**src/hw/rtl/mpe_pkg.sv**
```systemverilog
// Shared types and constants for the parenthesized-expression extremum block.
// Used by mpe_ctrl, mpe_dp and the top level; depends on nothing else.
package mpe_pkg;

    localparam int VALUE_W = 16;
    localparam int OP_W    = 2;
    localparam int DATA_W  = 64;
    localparam int HALF_W  = DATA_W / 2;

    // Operator codes; the unused code behaves as plus.
    localparam logic [OP_W-1:0] OP_ADD = 2'd0;
    localparam logic [OP_W-1:0] OP_SUB = 2'd1;
    localparam logic [OP_W-1:0] OP_MUL = 2'd2;

    // Partial product selects for the shared 32x32 multiplier.
    localparam logic [1:0] PP_LL = 2'd0;
    localparam logic [1:0] PP_LH = 2'd1;
    localparam logic [1:0] PP_HL = 2'd2;

    localparam logic signed [DATA_W-1:0] EXT_MAX = {1'b0, {(DATA_W-1){1'b1}}};
    localparam logic signed [DATA_W-1:0] EXT_MIN = {1'b1, {(DATA_W-1){1'b0}}};

    typedef struct packed {
        logic       load;
        logic       rd;
        logic       init_ext;
        logic       mul_en;
        logic [1:0] mul_ph;
        logic       acc_ld;
        logic       acc_add;
        logic       upd;
        logic       use_mul;
        logic [1:0] sel;
        logic       wb;
        logic       out_ld;
        logic       out_err;
    } t_dp_cmd;

    typedef struct packed {
        logic [OP_W-1:0] op;
    } t_dp_sts;

endpackage

```
**src/hw/rtl/mpe_ctrl.sv**
```systemverilog
// Controller: operand loading, interval loop sequencing and output handshake.
// Depends on mpe_pkg; commands mpe_dp through a t_dp_cmd struct.
module mpe_ctrl #(
    parameter int MAX_OPERANDS = 16
) (
    input  logic                                i_clk,
    input  logic                                i_rst_n,
    input  logic                                i_valid,
    output logic                                o_stall,
    input  logic                                i_last,
    output logic                                o_valid,
    input  logic                                i_stall,
    output mpe_pkg::t_dp_cmd                    o_cmd,
    input  mpe_pkg::t_dp_sts                    i_sts,
    output logic [$clog2(MAX_OPERANDS)-1:0]     o_idx_i,
    output logic [$clog2(MAX_OPERANDS)-1:0]     o_idx_k,
    output logic [$clog2(MAX_OPERANDS)-1:0]     o_idx_j
);
    import mpe_pkg::*;

    localparam int IW = $clog2(MAX_OPERANDS);
    localparam int CW = $clog2(MAX_OPERANDS + 1);

    localparam logic [2:0] S_LOAD   = 3'd0;
    localparam logic [2:0] S_RANGE  = 3'd1;
    localparam logic [2:0] S_READ   = 3'd2;
    localparam logic [2:0] S_OPER   = 3'd3;
    localparam logic [2:0] S_WB     = 3'd4;
    localparam logic [2:0] S_FIN_RD = 3'd5;
    localparam logic [2:0] S_FIN_LD = 3'd6;

    logic [2:0]    r_state, n_state;
    logic [CW-1:0] r_cnt, n_cnt;
    logic          r_ovf, n_ovf;
    logic [CW-1:0] r_n, n_n;
    logic          r_err, n_err;
    logic [CW-1:0] r_s, n_s;
    logic [IW-1:0] r_i, n_i;
    logic [IW-1:0] r_k, n_k;
    logic [1:0]    r_t, n_t;
    logic [1:0]    r_ph, n_ph;
    logic          r_out_vld, n_out_vld;

    logic          w_in_acc;
    logic          w_out_acc;
    logic          w_full;
    logic [CW-1:0] w_j;
    logic          w_mul;

    assign o_stall   = (r_state != S_LOAD);
    assign o_valid   = r_out_vld;
    assign w_in_acc  = i_valid && !o_stall;
    assign w_out_acc = r_out_vld && !i_stall;
    assign w_full    = (r_cnt == CW'(MAX_OPERANDS));
    assign w_j       = CW'(r_i) + r_s;
    assign w_mul     = (i_sts.op == OP_MUL);

    always_comb begin
        o_idx_i = r_i;
        o_idx_k = r_k;
        o_idx_j = w_j[IW-1:0];
        unique case (r_state)
            S_LOAD: begin
                o_idx_i = r_cnt[IW-1:0];
                o_idx_k = r_cnt[IW-1:0];
                o_idx_j = r_cnt[IW-1:0];
            end
            S_FIN_RD: begin
                o_idx_i = '0;
                o_idx_k = IW'(r_n - CW'(1));
            end
            default: begin
            end
        endcase
    end

    always_comb begin
        n_state   = r_state;
        n_cnt     = r_cnt;
        n_ovf     = r_ovf;
        n_n       = r_n;
        n_err     = r_err;
        n_s       = r_s;
        n_i       = r_i;
        n_k       = r_k;
        n_t       = r_t;
        n_ph      = r_ph;
        n_out_vld = r_out_vld && !w_out_acc;
        o_cmd     = '0;
        o_cmd.sel = r_t;
        unique case (r_state)
            S_LOAD: begin
                if (w_in_acc) begin
                    if (!w_full) begin
                        o_cmd.load = 1'b1;
                        n_cnt      = r_cnt + CW'(1);
                    end else begin
                        n_ovf = 1'b1;
                    end
                    if (i_last) begin
                        n_n   = w_full ? r_cnt : r_cnt + CW'(1);
                        n_err = r_ovf || w_full;
                        n_cnt = '0;
                        n_ovf = 1'b0;
                        n_s   = CW'(1);
                        n_i   = '0;
                        n_state = (r_ovf || w_full) ? S_FIN_LD : S_RANGE;
                    end
                end
            end
            S_RANGE: begin
                if (r_s >= r_n) begin
                    n_state = S_FIN_RD;
                end else begin
                    o_cmd.init_ext = 1'b1;
                    n_k     = r_i;
                    n_state = S_READ;
                end
            end
            S_READ: begin
                o_cmd.rd = 1'b1;
                n_t      = '0;
                n_ph     = '0;
                n_state  = S_OPER;
            end
            S_OPER: begin
                if (w_mul && r_ph != 2'd3) begin
                    o_cmd.mul_en  = 1'b1;
                    o_cmd.mul_ph  = (r_ph == 2'd0) ? PP_LL : (r_ph == 2'd1) ? PP_LH : PP_HL;
                    o_cmd.acc_ld  = (r_ph == 2'd1);
                    o_cmd.acc_add = (r_ph == 2'd2);
                    n_ph          = r_ph + 2'd1;
                end else begin
                    o_cmd.upd     = 1'b1;
                    o_cmd.use_mul = w_mul;
                    n_ph          = '0;
                    n_t           = r_t + 2'd1;
                    if (r_t == 2'd3) begin
                        if (CW'(r_k) + CW'(1) == w_j) begin
                            n_state = S_WB;
                        end else begin
                            n_k     = r_k + IW'(1);
                            n_state = S_READ;
                        end
                    end
                end
            end
            S_WB: begin
                o_cmd.wb = 1'b1;
                if (w_j + CW'(1) < r_n) begin
                    n_i = r_i + IW'(1);
                end else begin
                    n_i = '0;
                    n_s = r_s + CW'(1);
                end
                n_state = S_RANGE;
            end
            S_FIN_RD: begin
                o_cmd.rd = 1'b1;
                n_state  = S_FIN_LD;
            end
            S_FIN_LD: begin
                if (!r_out_vld || w_out_acc) begin
                    o_cmd.out_ld  = 1'b1;
                    o_cmd.out_err = r_err;
                    n_out_vld     = 1'b1;
                    n_state       = S_LOAD;
                end
            end
            default: begin
                n_state = S_LOAD;
            end
        endcase
    end

    always_ff @(posedge i_clk) begin
        if (!i_rst_n) begin
            r_state   <= S_LOAD;
            r_cnt     <= '0;
            r_ovf     <= 1'b0;
            r_n       <= '0;
            r_err     <= 1'b0;
            r_s       <= '0;
            r_i       <= '0;
            r_k       <= '0;
            r_t       <= '0;
            r_ph      <= '0;
            r_out_vld <= 1'b0;
        end else begin
            r_state   <= n_state;
            r_cnt     <= n_cnt;
            r_ovf     <= n_ovf;
            r_n       <= n_n;
            r_err     <= n_err;
            r_s       <= n_s;
            r_i       <= n_i;
            r_k       <= n_k;
            r_t       <= n_t;
            r_ph      <= n_ph;
            r_out_vld <= n_out_vld;
        end
    end

endmodule

```
**config.mk**
```make
export PLATFORM = sky130hd
export DESIGN_NAME = mpe_ctrl
export DESIGN_NICKNAME = d
export VERILOG_FILES = /design/src/hw/rtl/mpe_pkg.sv /design/src/hw/rtl/mpe_ctrl.sv
export SDC_FILE = /design/constraint.sdc
export NUM_CORES = 1
export LEC_CHECK = 0
export BUFFER_PORTS_ARGS = -buffer_cell sky130_fd_sc_hd__buf_2
export CAP_MARGIN = 20
export CORE_ASPECT_RATIO = 1.4
export CORE_MARGIN = 2
export CORE_UTILIZATION = 50
export CTS_CLUSTER_DIAMETER = 100
export DETAILED_ROUTE_END_ITERATION = 8
export PLACE_DENSITY_LB_ADDON = 0.12
export RECOVER_POWER = 100
export SLEW_MARGIN = 10
export SYNTH_ARGS = -nofsm -noshare
export SYNTH_HDL_FRONTEND = slang
export SYNTH_SLANG_ARGS = --single-unit
```
**constraint.sdc**
```tcl
create_clock -name i_clk -period 3.1 [get_ports i_clk]
set_clock_uncertainty 0.2 [all_clocks]
set_input_delay 0.155 -clock i_clk [delete_from_list [all_inputs] [get_ports i_clk]]
set_output_delay 0.155 -clock i_clk [all_outputs]
set_load 0.03 [all_outputs]
```
==> results by group <==
Run status
  – Status: finished, final reports clean

Clock network
  – Inserted Clock Buffers: 5
  – Root Buffer: clkbuf_8
  – Worst skew pair latency: 280 ps
  – CTS tree: done
  – Clk slew on worst S/H paths: 70 ps
  – Clk buf depth: 2
  – Num Clock Sinks: 33
  – # H-tree levels: 2

Detailed routing
  – Avg WL per Cell: between 15 and 20 um
  – Antenna viol nets, final: 0
  – Vias after detailed routing: 2577
  – Routed WL: 6.923 mm
  – Vias/cell: 5.602
  – DRT iter0 DRCs: 87
  – First-pass DRT Iterations: 5
  – Drt drc: 0

Layout
  – Share of cells above drive strength 1: 13.45%
  – Fin nets: 427
  – Area growth syn-to-layout: 14.91%
  – Design Area, Final: 3075 um2
  – Ant diodes: 0
  – Fillers: 528
  – Final core occ: approximately three fifths

Placement
  – Post-DP Area: 3000 um2
  – HPWL Detailed: 5.318 mm
  – Routability Congestion: 0.8804
  – PortBufs: 35

Timing
  – Final setup vio count: 0
  – Worst hold margin: 57.34 ps
  – Period utilization: 97.36%
  – Final Critical Period: 3018 ps
  – Max transition margin: 45.35%
  – Max Slew Vio Count: 0
  – Max Fclk: ~330 MHz
  – Total Negative Setup Slacks: 0 ps
  – Slew @ Worst Pin: 819.8 ps
  – Final Hold Fails: 0

Worst setup path
  – Worst path required time: 3120 ps
  – CP arrival: 3040 ps
  – Crit Path Category: flop to flop
  – Worst-path maximum fanout: 8
  – Startpoint types: flop
  – Critical Path End Type: flop

Yosys
  – Synth Flop Type: dfxtp_1
  – Syn Inst Count: approximately 350
  – Compound-Gate Fraction of Synth Area: 21.51%
  – Adder-Cell Fraction of Synth Area: approximately an eighth
  – Synth area leader: dfxtp_1
  – Synth Register Bits: 33
  – Most instantiated library cell after synthesis: nand2_1
  – Synth Area in XOR/XNOR: 7.994%
  – Unique masters post-synth: 53
  – Synth area leaders: dfxtp_1, ha_1, nand2_1, xnor2_1, o21ai_0
  – Top-area cell type share of the netlist area: between 20% and 30%
  – Post-Syn Area: 2676 um2
  – Number of flops mapped to enable cells by yosys: 0
  – Sequential area share after synthesis: between 20% and 30%
  – Synth top cells by count: nand2_1, dfxtp_1, o21ai_0
  – Ys Warns: 0
  – Mux cell area share after synthesis: roughly 1.9%
  – Syn Nets: 383
  – Fraction of the mapped netlist area in simple logic gates: 25.34%
  – Avg Cell Area, Syn: 7.669 um2
  – Combinational family with the most area after synthesis: simple AND/OR/NAND/NOR gates
  – Post-synth ARST share: 0%

Pwr
  – Max VDD drop: 0.2299 mV
  – Leakage: 1.264 nW
  – Power Density: 346.3 nW/um2

Floorplan
  – Ports: 36
  – Die height: 90.57 um
  – Number of cell rows: 31
  – DIE AREA: ~6000 um2
  – Starting Density: 51.88%
  – Die width: roughly 66 um
  – Placeable Area: 5159 um2

GRT
  – Global-route wire length before repair: around 11 mm
  – Total grt overflow: 0
  – Vias in the first global route: 2340
  – Largest net degree at the start of global routing: 32
  – Total track usage: about a quarter
  – Initial antenna violation count: 0

Worst hold path
  – Worst min-delay path class: input pin to flop

Job
  – Max-cap violations: 0
[area by class of cell]
class	count	area, um2	share of cell area [%]
clock buffers	6	72.57	2.360
clock inverters	2	10.01	0.3255
inverters	18	67.56	2.197
multi-input cells	279	1891	61.47
flip-flops and latches	33	661.9	21.52
well taps	66	82.58	2.685
repair buffers	56	290.3	9.439
[layout by cell type, fill, tap and decap left out, types with 5 or more instances in the layout]
| master | n |
|---|---|
| nand2_1 | 44 |
| dfxtp_1 | 32 |
| clkbuf_1 | 31 |
| o21ai_0 | 26 |
| ha_1 | 24 |
| nor2_1 | 23 |
| a21oi_1 | 22 |
| inv_1 | 18 |
| buf_4 | 17 |
| xnor2_1 | 16 |
| nand3_1 | 14 |
| nor2b_1 | 11 |
| nor3_1 | 9 |
| buf_2 | 7 |
| o22ai_1 | 6 |
| nor3b_1 | 5 |
| a21boi_0 | 5 |
| o211a_1 | 5 |
| clkbuf_8 | 5 |
[routing by layer]
metal | vias up | routed length (um) | GRT usage [%]
met2 | 58 | 3510 | 41.84
met4 | 0 | 167 | 8.681
li1 | 1305 | - | -
met5 | - | 0 | 0
met3 | 9 | 283 | 2.868
met1 | 1205 | 2961 | 30.85
[sequential cells by signal, summed over array words and instances (netlist names)]
register / cells
r_err: 1
r_i: 4
r_ovf: 1
r_cnt: 5
r_k: 4
r_n: 5
o_valid: 1
r_s: 5
r_ph: 2
r_t: 2
r_state: 3
[worst paths after layout]
check	to	from	slack, ps	cells after the start
worst min register to register	r_n[1]$_SDFFE_PN0P_	r_n[1]$_SDFFE_PN0P_	290	2
worst max register to register	r_s[4]$_SDFFE_PN0P_	r_i[0]$_SDFFE_PN0P_	80	12
worst max-delay path	r_s[4]$_SDFFE_PN0P_	r_i[0]$_SDFFE_PN0P_	80	12
worst min-delay path	o_valid$_SDFF_PN0_	i_stall	60	3
[power by group]
part	total (mW)	internal (mW)	switching (mW)
registers	0.450	0.436	0.0141
logic	0.297	0.0982	0.199
clock network	0.318	0.156	0.162
total	1.07	0.690	0.375
[cell families (layout without fill, tap and decap cells)]
group	after synthesis	count (layout)
muxes	5	5
buffers and inverters	37	82
xor gates and xnor gates	22	22
and+or+nand+nor	133	133
adders and majority gates	27	27
AOI/OAI and AO/OA	92	92
DFF	33	33
[critical path, cell delays in order, from the launching register on]
cell	delay [ps]
dfxtp_2	330
ha_2	180
fa_2	560
ha_2	190
nand3_1	80
xnor2_1	150
ha_1	320
nand3_2	70
a21oi_2	140
a211oi_2	60
and2_4	180
or3_4	360
a21oi_2	130
[timing repair]
item,4_1_cts,5_1_grt
endpoints found under the hold margin,1,0
hold buffers,1,0
setup buffers,0,1
setup endpoints to repair,0,8
resized for setup,0,12
[metrics by stage]
stage	instances	worst slack (ps)	total power [mW]
after global placement	450	83.56	0.7534
after global routing	460	-31.39	1.119
after floorplan	349	31.84	0.6774
after detailed placement	450	38.89	0.7581
final	460	81.78	1.065
after CTS	459	23.24	1.074
Power figures use the tool's default switching activity.
